--- src/rtl/clr_pkg.sv ---
`default_nettype none
package clr_pkg;

	// Fixed field widths of the pixel stream and the configuration registers.
	localparam int COLOR_BITS = 16;
	localparam int ADDR_BITS  = 20;
	localparam int DIM_BITS   = 11;
	localparam int APB_DATA_BITS = 32;
	localparam int APB_ADDR_BITS = 3;

	// Screen size after reset.
	localparam logic [DIM_BITS-1:0] RESET_WIDTH  = 11'd240;
	localparam logic [DIM_BITS-1:0] RESET_HEIGHT = 11'd160;

	// Command codes.
	typedef enum logic [0:0] {
		OP_START = 1'b0,
		OP_STEP  = 1'b1
	} opcode_t;

	// Register index, taken from address bit 2.
	typedef enum logic [0:0] {
		REG_WIDTH  = 1'b0,
		REG_HEIGHT = 1'b1
	} reg_index_t;

endpackage
`default_nettype wire

--- src/rtl/clr_ifs.sv ---
`default_nettype none
// Command channel: start a line or step it by one pixel.
interface clr_cmd_if #(
	parameter int COORD_BITS = 12
);
	logic                                 valid;
	logic                                 ready;
	logic                                 opcode;
	logic signed [COORD_BITS-1:0]         x_start;
	logic signed [COORD_BITS-1:0]         y_start;
	logic signed [COORD_BITS-1:0]         x_end;
	logic signed [COORD_BITS-1:0]         y_end;
	logic [clr_pkg::COLOR_BITS-1:0]       line_color;

	modport source (
		output valid, opcode, x_start, y_start, x_end, y_end, line_color,
		input  ready
	);
	modport sink (
		input  valid, opcode, x_start, y_start, x_end, y_end, line_color,
		output ready
	);
endinterface

// Pixel channel: one beat per step command.
interface clr_pixel_if #(
	parameter int COORD_BITS = 12
);
	logic                                 valid;
	logic                                 ready;
	logic signed [COORD_BITS-1:0]         pixel_x;
	logic signed [COORD_BITS-1:0]         pixel_y;
	logic [clr_pkg::ADDR_BITS-1:0]        pixel_address;
	logic [clr_pkg::COLOR_BITS-1:0]       pixel_color;
	logic                                 write_enable;
	logic                                 last_pixel;
	logic                                 line_idle;

	modport source (
		output valid, pixel_x, pixel_y, pixel_address, pixel_color,
		       write_enable, last_pixel, line_idle,
		input  ready
	);
	modport sink (
		input  valid, pixel_x, pixel_y, pixel_address, pixel_color,
		       write_enable, last_pixel, line_idle,
		output ready
	);
endinterface
`default_nettype wire

--- src/rtl/clipped_line_rasterizer.sv ---
// A step beat gives its pixel beat through the stage-1 and stage-2 registers.
// One command per cycle while the pixel side is not stalled; the Bresenham state
// updates in the accepting cycle and the frame-buffer multiply sits in the second stage.
// A start beat gives no pixel beat.
// Reset (arst_n, asynchronous, active low) clears the line state and the
// pipeline, and sets the screen to 240 by 160.
`default_nettype none
module clipped_line_rasterizer #(
	parameter int COORD_BITS = 12
) (
	input  wire                                   clk,
	input  wire                                   arst_n,
	clr_cmd_if.sink                               cmd,
	clr_pixel_if.source                           pixel,
	input  wire                                   psel,
	input  wire                                   penable,
	input  wire                                   pwrite,
	input  wire [clr_pkg::APB_ADDR_BITS-1:0]      paddr,
	input  wire [clr_pkg::APB_DATA_BITS-1:0]      pwdata,
	output logic [clr_pkg::APB_DATA_BITS-1:0]     prdata,
	output logic                                  pready
);

	localparam int C         = COORD_BITS;
	localparam int D         = C + 1;
	localparam int E         = C + 3;
	localparam int POS_BITS  = C - 1;
	localparam int DIM       = clr_pkg::DIM_BITS;
	localparam int CMP_BITS  = (POS_BITS > DIM ? POS_BITS : DIM);
	localparam int PROD_BITS = POS_BITS + DIM;
	localparam int SUM_BITS  = (PROD_BITS > clr_pkg::ADDR_BITS ? PROD_BITS
		: clr_pkg::ADDR_BITS) + 1;

	// Configuration registers.
	logic [DIM-1:0] width_q;
	logic [DIM-1:0] height_q;
	logic           cfg_write;
	logic           reg_sel;

	assign pready    = 1'b1;
	assign cfg_write = psel && penable && pwrite;
	assign reg_sel   = paddr[2];

	always_ff @(posedge clk or negedge arst_n) begin
		if (!arst_n) begin
			width_q  <= clr_pkg::RESET_WIDTH;
			height_q <= clr_pkg::RESET_HEIGHT;
		end else if (cfg_write) begin
			case (reg_sel)
				clr_pkg::REG_WIDTH:  width_q  <= pwdata[DIM-1:0];
				clr_pkg::REG_HEIGHT: height_q <= pwdata[DIM-1:0];
				default: ;
			endcase
		end
	end

	always_comb begin
		case (reg_sel)
			clr_pkg::REG_WIDTH:  prdata = clr_pkg::APB_DATA_BITS'(width_q);
			clr_pkg::REG_HEIGHT: prdata = clr_pkg::APB_DATA_BITS'(height_q);
			default:             prdata = '0;
		endcase
	end

	// Pipeline flow control.
	logic valid_s1;
	logic valid_s2;
	logic adv_s1;
	logic adv_s2;
	logic fire;
	logic is_step;

	assign adv_s2    = !valid_s2 || pixel.ready;
	assign adv_s1    = !valid_s1 || adv_s2;
	assign cmd.ready = adv_s1;
	assign fire      = cmd.valid && adv_s1;
	assign is_step   = (cmd.opcode == clr_pkg::OP_STEP);

	// Line state.
	logic signed [C-1:0] cur_x_q;
	logic signed [C-1:0] cur_y_q;
	logic signed [C-1:0] tgt_x_q;
	logic signed [C-1:0] tgt_y_q;
	logic signed [D-1:0] delta_x_q;
	logic signed [D-1:0] neg_delta_y_q;
	logic signed [E-1:0] err_q;
	logic                step_x_neg_q;
	logic                step_y_neg_q;
	logic [clr_pkg::COLOR_BITS-1:0] color_q;
	logic                line_active_q;

	// Start: deltas and initial error.
	logic signed [D-1:0] dx_raw;
	logic signed [D-1:0] dy_raw;
	logic signed [D-1:0] dx_abs;
	logic signed [D-1:0] dy_negabs;

	assign dx_raw    = D'(cmd.x_end) - D'(cmd.x_start);
	assign dy_raw    = D'(cmd.y_end) - D'(cmd.y_start);
	assign dx_abs    = dx_raw[D-1] ? -dx_raw : dx_raw;
	assign dy_negabs = dy_raw[D-1] ? dy_raw : -dy_raw;

	// Step: endpoint test and one Bresenham move.
	logic                  at_end;
	logic signed [E:0]     twice;
	logic                  move_x;
	logic                  move_y;
	logic signed [E-1:0]   err_next;

	assign at_end   = (cur_x_q == tgt_x_q) && (cur_y_q == tgt_y_q);
	assign twice    = {err_q, 1'b0};
	assign move_x   = twice >= (E+1)'(neg_delta_y_q);
	assign move_y   = twice <= (E+1)'(delta_x_q);
	assign err_next = err_q + (move_x ? E'(neg_delta_y_q) : E'(0))
		+ (move_y ? E'(delta_x_q) : E'(0));

	always_ff @(posedge clk or negedge arst_n) begin
		if (!arst_n) begin
			cur_x_q       <= '0;
			cur_y_q       <= '0;
			tgt_x_q       <= '0;
			tgt_y_q       <= '0;
			delta_x_q     <= '0;
			neg_delta_y_q <= '0;
			err_q         <= '0;
			step_x_neg_q  <= 1'b0;
			step_y_neg_q  <= 1'b0;
			color_q       <= '0;
			line_active_q <= 1'b0;
		end else if (fire) begin
			if (!is_step) begin
				cur_x_q       <= cmd.x_start;
				cur_y_q       <= cmd.y_start;
				tgt_x_q       <= cmd.x_end;
				tgt_y_q       <= cmd.y_end;
				delta_x_q     <= dx_abs;
				neg_delta_y_q <= dy_negabs;
				err_q         <= E'(dx_abs) + E'(dy_negabs);
				step_x_neg_q  <= !(cmd.x_start < cmd.x_end);
				step_y_neg_q  <= !(cmd.y_start < cmd.y_end);
				color_q       <= cmd.line_color;
				line_active_q <= 1'b1;
			end else if (line_active_q) begin
				if (at_end) begin
					line_active_q <= 1'b0;
				end else begin
					err_q <= err_next;
					if (move_x) begin
						cur_x_q <= step_x_neg_q ? cur_x_q - C'(1) : cur_x_q + C'(1);
					end
					if (move_y) begin
						cur_y_q <= step_y_neg_q ? cur_y_q - C'(1) : cur_y_q + C'(1);
					end
				end
			end
		end
	end

	// Clip test on the current pixel.
	logic on_screen;

	assign on_screen = !cur_x_q[C-1] && !cur_y_q[C-1]
		&& (CMP_BITS'(cur_x_q[POS_BITS-1:0]) < CMP_BITS'(width_q))
		&& (CMP_BITS'(cur_y_q[POS_BITS-1:0]) < CMP_BITS'(height_q));

	// Stage 1: pixel fields; an idle step carries zeros.
	logic signed [C-1:0]             px_s1;
	logic signed [C-1:0]             py_s1;
	logic [clr_pkg::COLOR_BITS-1:0]  color_s1;
	logic                            inside_s1;
	logic                            last_s1;
	logic                            idle_s1;

	always_ff @(posedge clk or negedge arst_n) begin
		if (!arst_n) begin
			valid_s1 <= 1'b0;
		end else if (adv_s1) begin
			valid_s1 <= fire && is_step;
		end
	end

	always_ff @(posedge clk) begin
		if (fire && is_step) begin
			if (line_active_q) begin
				px_s1     <= cur_x_q;
				py_s1     <= cur_y_q;
				color_s1  <= color_q;
				inside_s1 <= on_screen;
				last_s1   <= at_end;
				idle_s1   <= 1'b0;
			end else begin
				px_s1     <= '0;
				py_s1     <= '0;
				color_s1  <= '0;
				inside_s1 <= 1'b0;
				last_s1   <= 1'b0;
				idle_s1   <= 1'b1;
			end
		end
	end

	// Stage 2: frame-buffer offset y * width + x.
	logic [PROD_BITS-1:0] prod;
	logic [SUM_BITS-1:0]  addr_sum;

	assign prod     = PROD_BITS'(py_s1[POS_BITS-1:0]) * PROD_BITS'(width_q);
	assign addr_sum = SUM_BITS'(prod) + SUM_BITS'(px_s1[POS_BITS-1:0]);

	always_ff @(posedge clk or negedge arst_n) begin
		if (!arst_n) begin
			valid_s2 <= 1'b0;
		end else if (adv_s2) begin
			valid_s2 <= valid_s1;
		end
	end

	always_ff @(posedge clk) begin
		if (adv_s2 && valid_s1) begin
			pixel.pixel_x       <= px_s1;
			pixel.pixel_y       <= py_s1;
			pixel.pixel_address <= inside_s1 ? addr_sum[clr_pkg::ADDR_BITS-1:0] : '0;
			pixel.pixel_color   <= color_s1;
			pixel.write_enable  <= inside_s1;
			pixel.last_pixel    <= last_s1;
			pixel.line_idle     <= idle_s1;
		end
	end

	assign pixel.valid = valid_s2;

	// A written pixel has non-negative coordinates.
	a_we_on_screen: assert property (@(posedge clk) disable iff (!arst_n)
		valid_s2 && pixel.write_enable |-> !pixel.pixel_x[C-1] && !pixel.pixel_y[C-1])
		else $error("write enable on a pixel with a negative coordinate");

	// An idle beat neither writes nor ends a line.
	a_idle_quiet: assert property (@(posedge clk) disable iff (!arst_n)
		valid_s2 && pixel.line_idle |-> !pixel.write_enable && !pixel.last_pixel)
		else $error("idle beat carries a write or a last flag");

	// A step with no active line becomes an idle beat in stage 1.
	a_idle_step: assert property (@(posedge clk) disable iff (!arst_n)
		fire && is_step && !line_active_q |=> valid_s1 && idle_s1)
		else $error("step without a line did not give an idle beat");

	// The endpoint pixel ends the line.
	a_last_ends: assert property (@(posedge clk) disable iff (!arst_n)
		fire && is_step && line_active_q && at_end |=> !line_active_q)
		else $error("line still active after its endpoint");

	// A start always arms the engine.
	a_start_arms: assert property (@(posedge clk) disable iff (!arst_n)
		fire && !is_step |=> line_active_q)
		else $error("start did not arm the line");

endmodule
`default_nettype wire

--- src/flat_wrapper.sv ---
// flat-port wrapper written by rule: the top's interface ports become plain ports
module clipped_line_rasterizer_flat 
#(
	parameter int COORD_BITS = 12
)
  (clk, arst_n, psel, penable, pwrite, paddr, pwdata, prdata, pready, cmd_valid, cmd_opcode, cmd_x_start, cmd_y_start, cmd_x_end, cmd_y_end, cmd_line_color, cmd_ready, pixel_valid, pixel_pixel_x, pixel_pixel_y, pixel_pixel_address, pixel_pixel_color, pixel_write_enable, pixel_last_pixel, pixel_line_idle, pixel_ready);
  clr_cmd_if #(.COORD_BITS(COORD_BITS)) cmd_i ();
  clr_pixel_if #(.COORD_BITS(COORD_BITS)) pixel_i ();
  input  wire clk;
  input  wire arst_n;
  input  wire psel;
  input  wire penable;
  input  wire pwrite;
  input  wire [clr_pkg::APB_ADDR_BITS-1:0] paddr;
  input  wire [clr_pkg::APB_DATA_BITS-1:0] pwdata;
  output logic [clr_pkg::APB_DATA_BITS-1:0] prdata;
  output logic pready;
  input wire logic [$bits(cmd_i.valid)-1:0] cmd_valid;
  input wire logic [$bits(cmd_i.opcode)-1:0] cmd_opcode;
  input wire logic [$bits(cmd_i.x_start)-1:0] cmd_x_start;
  input wire logic [$bits(cmd_i.y_start)-1:0] cmd_y_start;
  input wire logic [$bits(cmd_i.x_end)-1:0] cmd_x_end;
  input wire logic [$bits(cmd_i.y_end)-1:0] cmd_y_end;
  input wire logic [$bits(cmd_i.line_color)-1:0] cmd_line_color;
  output wire logic [$bits(cmd_i.ready)-1:0] cmd_ready;
  output wire logic [$bits(pixel_i.valid)-1:0] pixel_valid;
  output wire logic [$bits(pixel_i.pixel_x)-1:0] pixel_pixel_x;
  output wire logic [$bits(pixel_i.pixel_y)-1:0] pixel_pixel_y;
  output wire logic [$bits(pixel_i.pixel_address)-1:0] pixel_pixel_address;
  output wire logic [$bits(pixel_i.pixel_color)-1:0] pixel_pixel_color;
  output wire logic [$bits(pixel_i.write_enable)-1:0] pixel_write_enable;
  output wire logic [$bits(pixel_i.last_pixel)-1:0] pixel_last_pixel;
  output wire logic [$bits(pixel_i.line_idle)-1:0] pixel_line_idle;
  input wire logic [$bits(pixel_i.ready)-1:0] pixel_ready;
  assign cmd_i.valid = cmd_valid;
  assign cmd_i.opcode = cmd_opcode;
  assign cmd_i.x_start = cmd_x_start;
  assign cmd_i.y_start = cmd_y_start;
  assign cmd_i.x_end = cmd_x_end;
  assign cmd_i.y_end = cmd_y_end;
  assign cmd_i.line_color = cmd_line_color;
  assign cmd_ready = cmd_i.ready;
  assign pixel_valid = pixel_i.valid;
  assign pixel_pixel_x = pixel_i.pixel_x;
  assign pixel_pixel_y = pixel_i.pixel_y;
  assign pixel_pixel_address = pixel_i.pixel_address;
  assign pixel_pixel_color = pixel_i.pixel_color;
  assign pixel_write_enable = pixel_i.write_enable;
  assign pixel_last_pixel = pixel_i.last_pixel;
  assign pixel_line_idle = pixel_i.line_idle;
  assign pixel_i.ready = pixel_ready;
  clipped_line_rasterizer #(.COORD_BITS(COORD_BITS)) u_core (.clk(clk), .arst_n(arst_n), .cmd(cmd_i), .pixel(pixel_i), .psel(psel), .penable(penable), .pwrite(pwrite), .paddr(paddr), .pwdata(pwdata), .prdata(prdata), .pready(pready));
endmodule
--- config.mk ---
export PLATFORM = sky130hd
export DESIGN_NAME = clipped_line_rasterizer_flat
export DESIGN_NICKNAME = d
export VERILOG_FILES = /design/src/rtl/clr_pkg.sv /design/src/rtl/clr_ifs.sv /design/src/rtl/clipped_line_rasterizer.sv /design/src/flat_wrapper.sv
export SDC_FILE = /design/constraint.sdc
export NUM_CORES = 1
export LEC_CHECK = 0
export BUFFER_PORTS_ARGS = -buffer_cell sky130_fd_sc_hd__buf_4
export CAP_MARGIN = 20
export CORE_UTILIZATION = 35
export DETAILED_ROUTE_END_ITERATION = 8
export PLACE_DENSITY = 0.59
export SYNTH_ARGS = -nofsm -noshare
export SYNTH_HDL_FRONTEND = slang
export SYNTH_SLANG_ARGS = --single-unit
--- constraint.sdc ---
create_clock -name clk -period 5.25 [get_ports clk]
set_clock_uncertainty 0.2 [all_clocks]
set_input_delay 0.525 -clock clk [delete_from_list [all_inputs] [get_ports clk]]
set_output_delay 0.525 -clock clk [all_outputs]
set_load 0.03 [all_outputs]
Word level (Yosys, flattened, before mapping)
Index checks and enable logic that the tools add are counted.
{"block": "totals", "regBits": 238, "inputBits": 107, "output_inout_bits": 98, "word_cells": 100}
{"block": "op_classes", "n_addsub": 12, "mul": 1, "magnitude_cmp": 6, "n_eq_ne": 6, "muxes": 22, "n_bitwise": 2, "reduce_logical": 23}
{"op": "12-bit two-way mux", "count": 10}
{"op": "15-bit two-way mux", "count": 5}
{"op": "32-bit one-hot mux with 2 select lines", "count": 1}
{"op": "15-bit adder", "count": 2}
{"op": "13-bit two-way mux", "count": 2}
{"op": "13-bit negator", "count": 2}
{"op": "12-bit by 12-bit subtractor with 13-bit output", "count": 2}
{"op": "12-bit by 2-bit adder with 12-bit output (second input constant)", "count": 2}
{"op": "12-bit == test", "count": 2}
{"op": "12-bit less-than comparator", "count": 2}
{"op": "12-bit by 2-bit subtractor with 12-bit output (second input constant)", "count": 2}
{"op": "11-bit less-than comparator", "count": 2}
{"op": "20-bit by 11-bit adder with 20-bit output", "count": 1}
{"op": "11-bit by 11-bit multiplier with 20-bit output", "count": 1}
{"op": "16-bit by 13-bit greater-or-equal comparator with 1-bit output", "count": 1}
{"op": "16-bit by 13-bit <= comparator with 1-bit output", "count": 1}
{"op": "13-bit by 13-bit adder with 14-bit output", "count": 1}
{"op": "1-bit logical AND", "count": 9}
{"op": "4-bit AND reduction", "count": 2}
{"op": "1-bit logical NOT", "count": 6}
{"op": "2-bit by 1-bit != test with 1-bit output (second input constant)", "count": 3}
{"op": "2-bit AND reduction", "count": 3}
{"op": "1-bit two-way mux", "count": 4}
{"op": "3-bit AND reduction", "count": 1}
{"op": "3 further kinds", "count": 5}

Logic depth before layout (Yosys ltp)
Gate-level depths: netlist of the first run.
{"block": "logic_depth", "ltp_word": 7, "depth_mapped": 21}

Worst setup path before layout of the first run
OpenSTA, ideal clock, no wires.
{"block": "synth_path", "path_kind": "reg-to-reg", "startpoint": "register u_core.width_q[4]", "endpoint": "register u_core.pixel.pixel_address[18] (data pin)", "setup_ns": 0.266, "arrival_ns": 5.066, "setup_slack_ns": -0.282, "stages_incl_launch_ff": 20, "n_path_buf": 1, "period_less_slack_ns": 5.532, "path_cell_list": "dfstp_2 clkbuf_1 nand2_1 fa_1 fa_1 inv_1 fa_1 fa_1 inv_1 fa_1 inv_1 ha_1 a21o_1 a21o_1 o21ai_0 o21ai_0 o21ai_0 o21ai_0 xnor2_1 nor2_1"}
{"block": "synth_via", "elab_chain_len": 2}
{"item": "from (decl)", "line_no": "clipped_line_rasterizer.sv:35", "rtl": "logic [DIM-1:0] width_q;"}
{"item": "from (signal assigned)", "line_no": "clipped_line_rasterizer.sv:46", "rtl": "width_q <= clr_pkg::RESET_WIDTH;"}
{"item": "from (signal assigned)", "line_no": "clipped_line_rasterizer.sv:50", "rtl": "clr_pkg::REG_WIDTH: width_q <= pwdata[DIM-1:0];"}
{"item": "11-bit by 11-bit multiplier with 20-bit output", "line_no": "clipped_line_rasterizer.sv:206", "rtl": "assign prod = PROD_BITS'(py_s1[POS_BITS-1:0]) * PROD_BITS'(width_q);"}
{"item": "20-bit by 11-bit adder with 20-bit output", "line_no": "clipped_line_rasterizer.sv:207", "rtl": "assign addr_sum = SUM_BITS'(prod) + SUM_BITS'(px_s1[POS_BITS-1:0]);"}
{"item": "to (signal assigned)", "line_no": "clipped_line_rasterizer.sv:221", "rtl": "pixel.pixel_address <= inside_s1 ? addr_sum[clr_pkg::ADDR_BITS-1:0] : '0;"}
{"item": "to (decl)", "line_no": "clr_ifs.sv:40", "rtl": "output valid, pixel_x, pixel_y, pixel_address, pixel_color,"}
No other way between the ends.
A chain may end at the register's enable or synchronous reset.

Worst setup path in the final report of the first run
{"block": "layout_path", "startpoint": "register u_core.width_q[4]", "endpoint": "register u_core.pixel.pixel_address[19] (data pin)"}
The elaborated chain is that of the path after synthesis.

==> results of run 1 <==
==> cells by family (layout without fill, tap and decap cells) <==
group / after synthesis / in the layout / share of synthesized area
and+or+nand+nor: 615 / 615 / 0.1500
buffers and inverters: 366 / 691 / 0.07689
AOI/OAI and AO/OA: 338 / 338 / 0.1160
adders and majority gates: 286 / 286 / 0.2301
DFF: 238 / 238 / 0.3393
xor gates and xnor gates: 104 / 104 / 0.04838
muxes: 68 / 68 / 0.03884
other: 2 / 22 / 0.0003924
==> metal layers <==
metal	part of all wire	track usage
met1	0.45	0.2450
met2	0.48	0.3234
met3	0.037	0.01943
met4	0.033	0.06358
met5	0	0
==> cell type report <==
type	instances	area share
well taps	696	0.03669
flip-flops and latches	238	0.2737
multi-input cells	1433	0.4878
clock inverters	20	0.007434
repair buffers	361	0.1203
inverters	278	0.04397
clock buffers	32	0.03016
==> path summary, 6_finish.rpt <==
check | slack, ps | cells after the start | from | end
max in group asynchronous | 3240 | 3 | arst_n | u_core.err_q[10]$_DFFE_PN0P_
min | 20 | 2 | pwdata[7] | u_core.height_q[7]$_DFFE_PN1P_
max reg2reg | 20 | 17 | u_core.width_q[4]$_DFFE_PN1P_ | u_core.pixel.pixel_address[19]$_SDFFCE_PN0P_
min reg2reg | 220 | 0 | u_core.color_s1[12]$_SDFFCE_PN0P_ | u_core.pixel.pixel_color[12]$_DFFE_PP_
min in group asynchronous | 440 | 2 | arst_n | u_core.cur_x_q[7]$_DFFE_PN0P_
max | 20 | 17 | u_core.width_q[4]$_DFFE_PN1P_ | u_core.pixel.pixel_address[19]$_SDFFCE_PN0P_
==> timing repair <==
action	4_1_cts	5_1_grt
pin swaps	12	45
hold buffers	47	0
resized for setup	20	56
setup buffers	13	8
endpoints found under the hold margin	139	0
endpoints found under the setup margin	8	15
==> through the flow <==
stage / setup WS, ps / util / setup TNS, ps / area (µm²)
floorplan: 8.931 / - / 0 / 19250
global placement: -134.5 / 0.4065 / -859.5 / 21920
detailed placement: -156.3 / 0.4065 / -1120 / 21920
CTS: -3.313 / 0.4351 / -3.313 / 23460
global route: -157.6 / 0.4401 / -888.9 / 23730
finish: 19.73 / 0.4401 / 0 / 23730
==> cells in the final DEF, fill, tap and decap left out, types with 47 or more instances in the layout <==
cell type,Yosys,routed
sky130_fd_sc_hd__ha_1,176,165
sky130_fd_sc_hd__nor2_1,93,91
sky130_fd_sc_hd__fa_1,110,107
sky130_fd_sc_hd__buf_4,23,307
sky130_fd_sc_hd__mux2_2,50,49
sky130_fd_sc_hd__dlygate4sd3_1,0,47
sky130_fd_sc_hd__nand2_1,288,280
sky130_fd_sc_hd__dfrtp_1,126,124
sky130_fd_sc_hd__xnor2_1,70,69
sky130_fd_sc_hd__o21ai_0,88,79
sky130_fd_sc_hd__inv_1,277,270
sky130_fd_sc_hd__and2_1,98,95
sky130_fd_sc_hd__edfxtp_1,106,106
sky130_fd_sc_hd__a21oi_1,86,83
==> worst max-delay path: cells and delay by family (launching register included) <==
| kind | cells | cell delay, ps |
|---|---|---|
| AND/OR/NAND/NOR | 3 | 330 |
| adder cells (fa/ha/maj) | 6 | 2800 |
| flip-flops | 1 | 630 |
| buffers and inverters | 5 | 360 |
| AO/OA/AOI/OAI | 3 | 620 |
==> flip-flops by register name, summed over array words and instances (netlist names), 13 cells and up <==
| signal | count |
|---|---|
| u_core.delta_x_q | 13 |
| u_core.color_q | 16 |
| u_core.pixel.pixel_address | 20 |
| u_core.pixel.pixel_color | 16 |
| u_core.neg_delta_y_q | 13 |
| u_core.err_q | 15 |
| u_core.color_s1 | 16 |
==> results summary, run 1 <==
The number of detailed-route iterations in the first pass is 5. The critical path class is reg -> reg. The number of design rule violations left after detail routing is 0. The number of warnings issued by yosys is 0. The via count of the first global-routing pass is 15470. Counting the buffers created by CTS gives 28. The total global routing track utilization is 0.1877. sky130_fd_sc_hd__nand2_1 is the most common cell in the netlist. CTS built an H-tree with a depth of 1.

The floorplan die area is 55620 µm². The total clock sinks came out at 238. Synthesis handed over a netlist of 2017 instances. The number of port buffers is 159. The initial core utilization is 0.3549.

In this run, synthesis produced a sequential element count of 238. The largest individual stage delay along the critical path comes from the cell sky130_fd_sc_hd__dfstp_2. 0 antenna diodes ended up in the layout. Walking the worst path, the cells encountered are buf_6 > buf_6 > nand2_1 > fa_1 > inv_1 > fa_1 > fa_1 > fa_1 > inv_1 > fa_1 > inv_1 > ha_4 > and3_4 > a211oi_4 > o31ai_4 > a21oi_1 > nor3b_1.

The measured slew at the worst slew-check pin is ~1000 ps. The final global-route overflow total came out at 0. The worst hold path belongs to the class in -> reg. The final cell count without fillers came out at 3058. In the post-synthesis netlist, the biggest area contributors are sky130_fd_sc_hd__edfxtp_1 (17%), sky130_fd_sc_hd__dfrtp_1 (16%), sky130_fd_sc_hd__fa_1 (12%). The area of the mapped netlist came out at 19140 µm². The sequential share of the synthesized area came out at 0.3393. The boundary pin count came out at 205.

The number of standard-cell rows in the floorplan is 85. The largest area contributor in the netlist is sky130_fd_sc_hd__edfxtp_1. The synthesized design contains 106 enable-type register cells. The total wire length after detailed routing came out at 52210 µm. In the final layout, the share of cells above drive strength 1 is 0.2053. The data arrival time at the worst-slack endpoint is 5320 ps. The final critical-path share of the clock period came out at 0.9962.

The placeable core region is 53920 µm². The insertion delay to the later sink of the worst-skew pair is 590 ps. The required time of the critical path is 5340 ps. The number of fillers in the final layout is between 5000 and 6000. The flow ran to the end, and the final reports show no timing, DRC or antenna violations. The wire length of the first global-routing pass is 82960 µm. The clock passes through at most 3 buffers. The placed wire-length estimate came out at 41080 µm.

The area growth from synthesis to final layout is 24.01%. The share of the synthesized area in the top cell type came out at 0.1663. The worst pin sits at a relative slew slack of 0.3120. The CTS tree is done.

The die boundary height is 235.8 µm. The most used flip-flop cell after synthesis is sky130_fd_sc_hd__dfrtp_1. Setup violations remaining at the end of the flow were counted as 0.

For this block, the initial DRC count from the detailed router was 691. The tool flagged a number of max-cap violations equal to 0. The async set-or-reset flop fraction in the synthesized netlist is 0.5546. The kind of capture point of the worst setup path is a flip-flop.

The remaining antenna violation count after routing is 0. The mean instance size in the synthesized netlist is 9.488 µm². After clock tree synthesis, the clock-pin slew on the worst setup and hold paths is 60 ps.

The register area is between 6000 and 7000 µm². The number of endpoints with negative hold slack in the final report came to 0. Using the TritonRoute via totals, the vias-per-cell ratio works out to 4.917. The top fanout value on the critical path is 7. The die boundary width came out at 235.8 µm. On the worst path, the slowest cell contributes a delay of 630 ps. The worst setup path is launched from a flip-flop. The final layout contains 2733 nets. The buffer cell driving the clock tree root is sky130_fd_sc_hd__clkbuf_16. For the finished layout, the period the worst path requires is between 5000 and 6000 ps.

Setup repair after global routing could not meet its margin everywhere. The critical path's most frequent cell is sky130_fd_sc_hd__fa_1. The count of unique library cells instantiated by Yosys came out at 79. At the end of routability-driven placement, the weighted congestion stood at 0.9406. The number of max-slew violations in the final report came out at 0. After synthesis, the most frequently instantiated cells are sky130_fd_sc_hd__nand2_1 (288), sky130_fd_sc_hd__inv_1 (277), sky130_fd_sc_hd__ha_1 (176). Entering global routing, the biggest net connects 97 pins. The routed length per placed instance came out at 17.07 µm.

The number of placed instances, taps included, is 2939. The multi-input combinational cell area is approximately 12000 µm². The final route contains 15040 vias. The initial antenna violation count is 0.

On the final layout, the worst hold slack is 22.03 ps. The achievable frequency is approximately 190 MHz.
Power of run 1 is not shown: default switching activity piles up to over one toggle a cycle in this logic, so the estimate is an artifact.
==> run 2, diff against run 1 <==
--- a/config.mk
+++ b/config.mk
@@ -7,6 +7,7 @@
 export LEC_CHECK = 0
 export BUFFER_PORTS_ARGS = -buffer_cell sky130_fd_sc_hd__buf_4
 export CAP_MARGIN = 20
+export CORE_MARGIN = 2
 export CORE_UTILIZATION = 35
 export DETAILED_ROUTE_END_ITERATION = 8
 export PLACE_DENSITY = 0.59
==> run 2 against run 1 <==
  * Cell area rose by 0.13%
  * Critical path type unchanged
  * Global-route usage fell by 0.22 points
  * Die area rose by 1.7%
  * Non-clock buffer count fell by 2
  * Hold slack improved by 3.3 ps
  * Highest routed layer unchanged
  * Fmax fell by 0.34%
  * Clock-buffer cell count rose by 6
  * First-iteration DRC count rose by 2.5%
  * Final cell count did not move
==> results summary, run 2 (synthesized netlist as in run 1, its figures left out) <==
The total global routing track utilization is 0.1855 (was 0.1877). The die boundary width is 237.8 µm (was 235.8 µm). The final global-route overflow total is 0 (unchanged). The initial antenna violation count came out at 0 (unchanged). The die boundary height is 237.8 µm (was 235.8 µm). The total setup violations reported at the end of the flow is 0 (unchanged). The met2 track demand over resource in global routing came out at 0.3139 (was 0.3234).

The ratio of routed vias to standard cells came out at 4.933 (was 4.917). The time the final worst path needs with I/O delays and setup was 5248 ps (was 5230 ps). The area growth from synthesis to final layout is 24.17% (was 24.01%).

The placeable core region was 53920 µm² (unchanged). The register-to-register path setup slack came out at 2 ps (was 20 ps). The hold path endpoint was u_core.tgt_y_q[11]$_DFFE_PN0P_ (was u_core.height_q[7]$_DFFE_PN1P_). The CTS tree is done (unchanged).

The worst hold path class is in -> reg (unchanged). The achievable frequency came out at 190.6 MHz (was 191.2 MHz). The number of standard-cell rows in the floorplan is 85 (unchanged). The internal portion of the total power is 0.01034 W. The terminus of the critical flop-to-flop path is u_core.pixel.pixel_address[19]$_SDFFCE_PN0P_ (unchanged). The startpoint kind of the worst setup timing path is a flip-flop (unchanged). The number of buffers added by the clock tree synthesis step came out at 29 (was 28).

The buffer cell driving the clock tree root is sky130_fd_sc_hd__clkbuf_16 (unchanged). The pin count of the biggest net entering global routing is 69 (was 97). The critical register-to-register path startpoint was u_core.width_q[4]$_DFFE_PN1P_ (unchanged). The number of design rule violations left after detail routing came to 0 (unchanged). The required time of the critical path came out at 5360 ps (was 5340 ps). The highest-utilization routing layer at the global route stage was met2 (unchanged).

The largest register by flop count is u_core.pixel.pixel_address (unchanged). The number of max-cap violations is 0 (unchanged). The initial core utilization came out at 0.3549 (unchanged). The number of diodes came out at 0 (unchanged). The ratio of total power to cell area came out at 794.8 nW/µm². The number of port buffers is 159 (unchanged). The total clock sinks is 238 (unchanged). VDD sags by at most 0.0008672 V. The remaining antenna violation count after routing came to 0 (unchanged). The number of max-slew violations in the final report came out at 0 (unchanged). The via count of the first global-routing pass was 15390 (was 15470).

The kind of capture point of the worst setup path was a flip-flop (unchanged). The final critical-path share of the clock period was 0.9996 (was 0.9962). The share of final-layout standard cells stronger than drive strength 1 is 0.2121 (was 0.2053).

The boundary pin count came out at 205 (unchanged). The top fanout value on the critical path came out at 6 (was 7). The leakage power summed over all cells came out at 11.18 nW. The global-route track usage on met1 came to 0.2446 (was 0.2450). The total wire length after detailed routing came out at 52420 µm (was 52210 µm). The placed wire-length estimate is 41290 µm (was 41080 µm). The met3 demand-to-capacity share in global routing is 0.02406 (was 0.01943).

The iteration-0 DRC count of the detailed router came out at 708 (was 691). The cell depth of the worst min-delay path came to 3 (was 2). The depth of the most critical reg-to-reg path came to 20 (was 17). The clock-pin slew of the registers on the worst-case setup and hold paths came out at 60 ps (about the same). The share of total power consumed by net switching came out at 0.4526. The worst slew margin relative to its limit came out at 0.4007 (was 0.3120). RSZ-0062 raised after global routing: true (unchanged). The number of detailed-route iterations in the first pass came out at 5 (unchanged). The total negative slack for setup checks is 0 ps (unchanged). The overall via count from detail_route is 15090 (was 15040).

The net count of the finished layout is 2732 (was 2733). The routed length per placed instance is 17.14 µm (was 17.07 µm). The floorplan die area came to 56560 µm² (was 55620 µm²). The number of endpoints with negative hold slack in the final report is 0 (unchanged). The buffer depth of the longest clock path is 3 (unchanged).

The insertion delay to the later sink of the worst-skew pair came to 590 ps (about the same). The launch point of the worst hold path is cmd_y_end[11] (was pwdata[7]). The wire length of the first global-routing pass came out at 83250 µm (was 82960 µm).

Of the total power, combinational logic draws 0.733. The final design utilization came to 0.4407 (was 0.4401). Of the total power, registers draw 0.163. The measured slew at the worst slew-check pin came to 898.9 ps (was 1032 ps). The number of levels in the clock H-tree is 1 (unchanged). The critical path class is reg -> reg (unchanged).

Summed over all nets, the switching power comes to ~0.0085 W. The final weighted congestion in routability-driven placement is 0.8667 (was 0.9406). The share of total power dissipated in the clock network is 0.104. Most frequent cells in the layout: sky130_fd_sc_hd__buf_4 (307), sky130_fd_sc_hd__nand2_1 (277), sky130_fd_sc_hd__inv_1 (263), sky130_fd_sc_hd__ha_1 (164), sky130_fd_sc_hd__dfrtp_1 (124) (was sky130_fd_sc_hd__buf_4 (307), sky130_fd_sc_hd__nand2_1 (280), sky130_fd_sc_hd__inv_1 (270), sky130_fd_sc_hd__ha_1 (165), sky130_fd_sc_hd__dfrtp_1 (124)). The commonest non-fill, non-tap cell in the layout is sky130_fd_sc_hd__buf_4 (unchanged). Run status: completed (unchanged). The number of flip-flops in the largest register was 20 (unchanged).

The data arrival time at the worst-slack endpoint came out at 5350 ps (was 5320 ps).
-- run 2: cell count changes in the layout (fill, tap and decap cells not counted), moves of 3 or more --
cell                       delta
sky130_fd_sc_hd__clkinv_1     -6
sky130_fd_sc_hd__nand2_2      +4
sky130_fd_sc_hd__and2_1       -3
sky130_fd_sc_hd__inv_1        -7
sky130_fd_sc_hd__nand2_1      -3
sky130_fd_sc_hd__buf_6        -3
sky130_fd_sc_hd__inv_2        +7
sky130_fd_sc_hd__and2_4       +3
sky130_fd_sc_hd__clkbuf_1     +4
-- run 2: power groups by stage --
| stage | clock (W) | combinational (W) | sequential (W) |
|---|---|---|---|
| after global routing | 0.00210 | 0.0156 | 0.00314 |
| after global placement | 0 | 0.0119 | 0.00309 |
| final | 0.00197 | 0.0138 | 0.00308 |
| after CTS | 0.00202 | 0.0129 | 0.00308 |
| after floorplan | 0 | 0.00853 | 0.00310 |
| after detailed placement | 0 | 0.0122 | 0.00311 |
-- run 2: how the worst max path moves through the flow --
| stage | depth (start not counted) | startpoint | end |
|---|---|---|---|
| final | 20 | u_core.width_q[4]$_DFFE_PN1P_ | u_core.pixel.pixel_address[19]$_SDFFCE_PN0P_ |
| after global routing | 20 | u_core.width_q[4]$_DFFE_PN1P_ | u_core.pixel.pixel_address[19]$_SDFFCE_PN0P_ |
| after CTS | 20 | u_core.width_q[4]$_DFFE_PN1P_ | u_core.pixel.pixel_address[17]$_SDFFCE_PN0P_ |
| after detailed placement | 20 | cmd_y_end[0] | u_core.err_q[11]$_DFFE_PN0P_ |
| after global placement | 20 | cmd_y_end[0] | u_core.err_q[12]$_DFFE_PN0P_ |
| after floorplan | 20 | u_core.py_s1[3]$_SDFFCE_PN0P_ | u_core.pixel.pixel_address[14]$_SDFFCE_PN0P_ |
-- run 2: repair_timing --
item | CTS | global route
setup buffers | 3 | 7
pin swaps | 27 | 58
setup endpoints to repair | 7 | 15
gates resized for setup | 26 | 59
endpoints found under the hold margin | 89 | 0
hold buffers | 46 | 0
-- run 2: area by class of cell --
class | instances | area, µm²
Tap cell | 696 | 870.8
Clock buffer | 38 | 769.5
Multi-Input combinational cell | 1433 | 11580
Fill cell | 5208 | 30160
Timing Repair Buffer | 359 | 2850
Clock inverter | 16 | 156.4
Sequential cell | 238 | 6496
Inverter | 278 | 1044
-- run 2: stage by stage --
step	hold slack (ps)	cell area, µm²	power, W	instances	worst slack (ps)
final	25.36	23760	0.01889	3058	2.085
after CTS	2.225	23530	0.01798	3053	-5.183
after floorplan	29.41	19250	0.01163	2037	8.931
after detailed placement	204.5	22020	0.01527	2950	-301.3
after global placement	200.7	22020	0.01500	2950	-202.5
after global routing	17.99	23760	0.02082	3058	-171.5
-- run 2: routing by layer --
metal / wire, µm / part of all wire
met2: 24980 / 0.48
met4: 1760 / 0.034
met1: 23400 / 0.45
met3: 2277 / 0.043
met5: 0 / 0
-- run 2: critical path, stage by stage (launching register included) --
cell                       delay, ps
sky130_fd_sc_hd__dfstp_2         650
sky130_fd_sc_hd__buf_12          150
sky130_fd_sc_hd__nand2_2          60
sky130_fd_sc_hd__fa_1            530
sky130_fd_sc_hd__inv_1            40
sky130_fd_sc_hd__ha_2            180
sky130_fd_sc_hd__fa_1            500
sky130_fd_sc_hd__inv_2            40
sky130_fd_sc_hd__fa_1            540
sky130_fd_sc_hd__inv_2            40
sky130_fd_sc_hd__fa_1            580
sky130_fd_sc_hd__ha_4            220
sky130_fd_sc_hd__o21a_1          100
sky130_fd_sc_hd__o31a_1          120
sky130_fd_sc_hd__o211ai_1        220
sky130_fd_sc_hd__nand2_2         120
sky130_fd_sc_hd__a211oi_4        230
sky130_fd_sc_hd__buf_6           150
sky130_fd_sc_hd__o31ai_4          60
sky130_fd_sc_hd__a21oi_1         180
sky130_fd_sc_hd__nor3b_1          70
Note: power is estimated with default switching activity, not from simulation.
==> run 3, diff against run 2 <==
--- a/config.mk
+++ b/config.mk
@@ -9,6 +9,7 @@
 export CAP_MARGIN = 20
 export CORE_MARGIN = 2
 export CORE_UTILIZATION = 35
+export CTS_BUF_LIST = sky130_fd_sc_hd__clkbuf_16
 export DETAILED_ROUTE_END_ITERATION = 8
 export PLACE_DENSITY = 0.59
 export SYNTH_ARGS = -nofsm -noshare
==> run 3 against run 2 <==
  * Worst setup slack better by 0.57 ps
  * Hold slack gained 5.2 ps
  * Register-to-register slack barely moved
  * Sequential power is essentially flat
  * Clock power about the same
  * Non-clock buffer count stayed put
  * Final cell count unchanged
  * Combinational power about the same
  * Largest cell class unchanged
  * Cell area about the same
  * First-iteration DRC count down 3.1%
==> results summary, run 3 (synthesized netlist as in run 1, its figures left out) <==
Run status: completed (unchanged). The final global-route overflow total came out at 0 (unchanged). The part of the power in the clock network came out at 0.103 (was 0.104).

The maximum vdd ir drop was 0.0008672 V (about the same). The time the final worst path needs with I/O delays and setup is 5247 ps (was 5248 ps). The largest register by flop count is u_core.pixel.pixel_address (unchanged). The number of diodes is 0 (unchanged). The routed length per placed instance came out at 17.15 µm (was 17.14 µm). The worst stage delay on the critical path came out at 660 ps (was 650 ps). The buffer cell driving the clock tree root was sky130_fd_sc_hd__clkbuf_16 (unchanged). The die boundary height is 237.8 µm (unchanged).

The CTS tree is done (unchanged). Chain of cells forming the critical path: buf_12 > nand2_2 > fa_1 > inv_1 > ha_2 > fa_1 > inv_2 > fa_1 > inv_2 > fa_1 > ha_4 > o21a_1 > o31a_1 > o211ai_1 > nand2_2 > a211oi_4 > buf_6 > o31ai_4 > a21oi_1 > nor3b_1 (unchanged). The number of design rule violations left after detail routing is 0 (unchanged). The floorplan die area came out at 56560 µm² (unchanged). The final cell count without fillers came out at 3058 (unchanged). The total wire length after detailed routing is 52450 µm (was 52420 µm).

The initial antenna violation count was 0 (unchanged). The worst hold-check slack is 30.55 ps (was 25.36 ps). Most frequent cells in the layout: sky130_fd_sc_hd__buf_4 (307), sky130_fd_sc_hd__nand2_1 (277), sky130_fd_sc_hd__inv_1 (271), sky130_fd_sc_hd__ha_1 (164), sky130_fd_sc_hd__dfrtp_1 (124) (was sky130_fd_sc_hd__buf_4 (307), sky130_fd_sc_hd__nand2_1 (277), sky130_fd_sc_hd__inv_1 (263), sky130_fd_sc_hd__ha_1 (164), sky130_fd_sc_hd__dfrtp_1 (124)). The wire length of the first global-routing pass came out at 83310 µm (was 83250 µm). The achievable frequency is 190.6 MHz (about the same). The category of cells accounting for the largest share of critical-path delay is adder cells (unchanged). The worst slew margin relative to its limit is 0.3993 (was 0.4007).

The total buffers and inverters traversed by the critical path is 5 (unchanged). The remaining antenna violation count after routing is 0 (unchanged). The die boundary width is 237.8 µm (unchanged). The number of buffers added by the clock tree synthesis step is 29 (unchanged).

The iteration-0 DRC count of the detailed router came to 686 (was 708). The overall via count from detail_route came out at 15100 (was 15090). The instance count after placement with tap cells included came out at 2950 (unchanged). The critical path's most frequent cell is sky130_fd_sc_hd__fa_1 (unchanged). The number of max-cap violations was 0 (unchanged). The initial core utilization is 0.3549 (unchanged). The worst hold path class was in -> reg (unchanged). The total clock sinks is 238 (unchanged). The critical register-to-register path startpoint is u_core.width_q[4]$_DFFE_PN1P_ (unchanged). The number of fillers in the final layout is 5207 (was 5208). The buffer depth of the longest clock path came out at 3 (unchanged). The total global routing track utilization came to 0.1856 (was 0.1855). The net count of the finished layout came to 2732 (unchanged). The via count of the first global-routing pass is 15400 (was 15390). The number of flip-flops in the largest register came out at 20 (unchanged). The sequential group share of total power came out at 0.163 (about the same).

The total power draw is 0.01886 W (was 0.01889 W). The met3 demand-to-capacity share in global routing is 0.02406 (unchanged). The met2 track demand over resource in global routing is 0.3142 (was 0.3139). The cell with the biggest individual delay on the critical path was sky130_fd_sc_hd__dfstp_2 (unchanged). The startpoint kind of the worst setup timing path is a flip-flop (unchanged). The number of max-slew violations in the final report came out at 0 (unchanged). The launch point of the worst hold path is cmd_y_end[11] (unchanged). The number of port buffers came out at 159 (unchanged).

The final weighted congestion in routability-driven placement is 0.8667 (unchanged). The share of final-layout standard cells stronger than drive strength 1 came out at 0.2117 (was 0.2121). The hold path endpoint was u_core.tgt_y_q[11]$_DFFE_PN0P_ (unchanged).

The placed wire-length estimate is 41290 µm (unchanged). The multi-input combinational cell area was 11580 µm² (unchanged). The critical path class is reg -> reg (unchanged). The placeable core region was 53920 µm² (unchanged). The leakage power summed over all cells was 11.21 nW (was 11.18 nW). The kind of capture point of the worst setup path is a flip-flop (unchanged). The insertion delay to the later sink of the worst-skew pair was 590 ps (about the same).

The commonest non-fill, non-tap cell in the layout was sky130_fd_sc_hd__buf_4 (unchanged). The depth of the most critical reg-to-reg path came out at 20 (unchanged). The ratio of routed vias to standard cells is 4.938 (was 4.933).

The number of endpoints with negative hold slack in the final report came out at 0 (unchanged). The internal power contribution came to 0.01031 W (was 0.01034 W). The total setup violations reported at the end of the flow came out at 0 (unchanged). The global-route track usage on met1 is 0.2447 (was 0.2446).

The data arrival time at the worst-slack endpoint came out at 5360 ps (was 5350 ps). The cell depth of the worst min-delay path is 3 (unchanged). The design area came out at 23750 µm² (was 23760 µm²).

RSZ-0062 raised after global routing: true (unchanged). The clock-pin slew of the registers on the worst-case setup and hold paths is 60 ps (about the same). The required time of the critical path is 5360 ps (about the same). The boundary pin count is 205 (unchanged).

The pin count of the biggest net entering global routing came out at 69 (unchanged). The combinational share of power came to 0.734 (was 0.733). The placed standard-cell area came out at 22020 µm² (unchanged). The ratio of total power to cell area is 794.2 nW/µm² (was 794.8 nW/µm²). The top fanout value on the critical path is 6 (unchanged).

The share of total power consumed by net switching came to 0.4535 (was 0.4526). The area growth from synthesis to final layout came out at 24.12% (was 24.17%). The register area is 6496 µm² (unchanged). The final critical-path share of the clock period is 0.9995 (was 0.9996). The highest-utilization routing layer at the global route stage is met2 (unchanged). The terminus of the critical flop-to-flop path is u_core.pixel.pixel_address[19]$_SDFFCE_PN0P_ (unchanged). The power dissipated by switching net loads came out at 0.008555 W (was 0.008548 W). The number of standard-cell rows in the floorplan came out at 85 (unchanged). The register-to-register path setup slack is 3 ps (was 2 ps). The measured slew at the worst slew-check pin is 901.1 ps (was 898.9 ps). The number of detailed-route iterations in the first pass is 5 (unchanged). The number of levels in the clock H-tree is 1 (unchanged).
==> run 3: worst min-delay path: stages <==
cell and delay, ps:
sky130_fd_sc_hd__buf_4 120, sky130_fd_sc_hd__nand2_1 80, sky130_fd_sc_hd__nand2_1 60
==> run 3: power groups by stage <==
stage | registers [W] | clock network [W] | logic (W)
3_3_place_gp | 0.00309 | 0 | 0.0119
4_1_cts | 0.00308 | 0.00199 | 0.0129
3_5_place_dp | 0.00311 | 0 | 0.0122
6_report | 0.00308 | 0.00194 | 0.0138
5_1_grt | 0.00314 | 0.00207 | 0.0156
2_1_floorplan | 0.00310 | 0 | 0.00853
==> run 3: metrics by stage <==
stage / TNS (ps) / util / setup slack [ps]
after global routing: -663.6 / 0.4405 / -171.5
after global placement: -1133 / 0.4084 / -202.5
after floorplan: 0 / - / 8.931
after CTS: -5.183 / 0.4362 / -5.183
after detailed placement: -1897 / 0.4084 / -301.3
final: 0 / 0.4405 / 2.654
==> run 3: worst max-delay path by stage <==
stage,start,endpoint,slack (ps),cells after the start
2_1_floorplan,u_core.py_s1[3]$_SDFFCE_PN0P_,u_core.pixel.pixel_address[14]$_SDFFCE_PN0P_,9,20
3_3_place_gp,cmd_y_end[0],u_core.err_q[12]$_DFFE_PN0P_,-200,20
3_5_place_dp,cmd_y_end[0],u_core.err_q[11]$_DFFE_PN0P_,-300,20
4_1_cts,u_core.width_q[4]$_DFFE_PN1P_,u_core.pixel.pixel_address[17]$_SDFFCE_PN0P_,-5,20
5_1_grt,u_core.width_q[4]$_DFFE_PN1P_,u_core.pixel.pixel_address[19]$_SDFFCE_PN0P_,-170,20
6_report,u_core.width_q[4]$_DFFE_PN1P_,u_core.pixel.pixel_address[19]$_SDFFCE_PN0P_,3,20
==> run 3: final cells by class <==
class	instances	share of cell area
clock buffer	29	0.03055
sequential	238	0.2735
timing repair buffer	359	0.1200
inverter	278	0.04393
clock inverter	25	0.008007
tap	696	0.03666
multi-input combinational	1433	0.4874
==> run 3: repair_timing <==
item	in CTS	in global routing
hold endpoints to repair	89	0
pin swaps	27	58
hold buffers	46	0
resized for setup	26	59
setup endpoints to repair	7	15
buffers inserted	3	7
==> run 3: routing by layer <==
layer	up-vias	wire length, µm	part of all wire
li1	7357	-	-
met2	299	25000	0.48
met5	-	0	0
met4	0	1762	0.034
met3	90	2113	0.040
met1	7354	23570	0.45
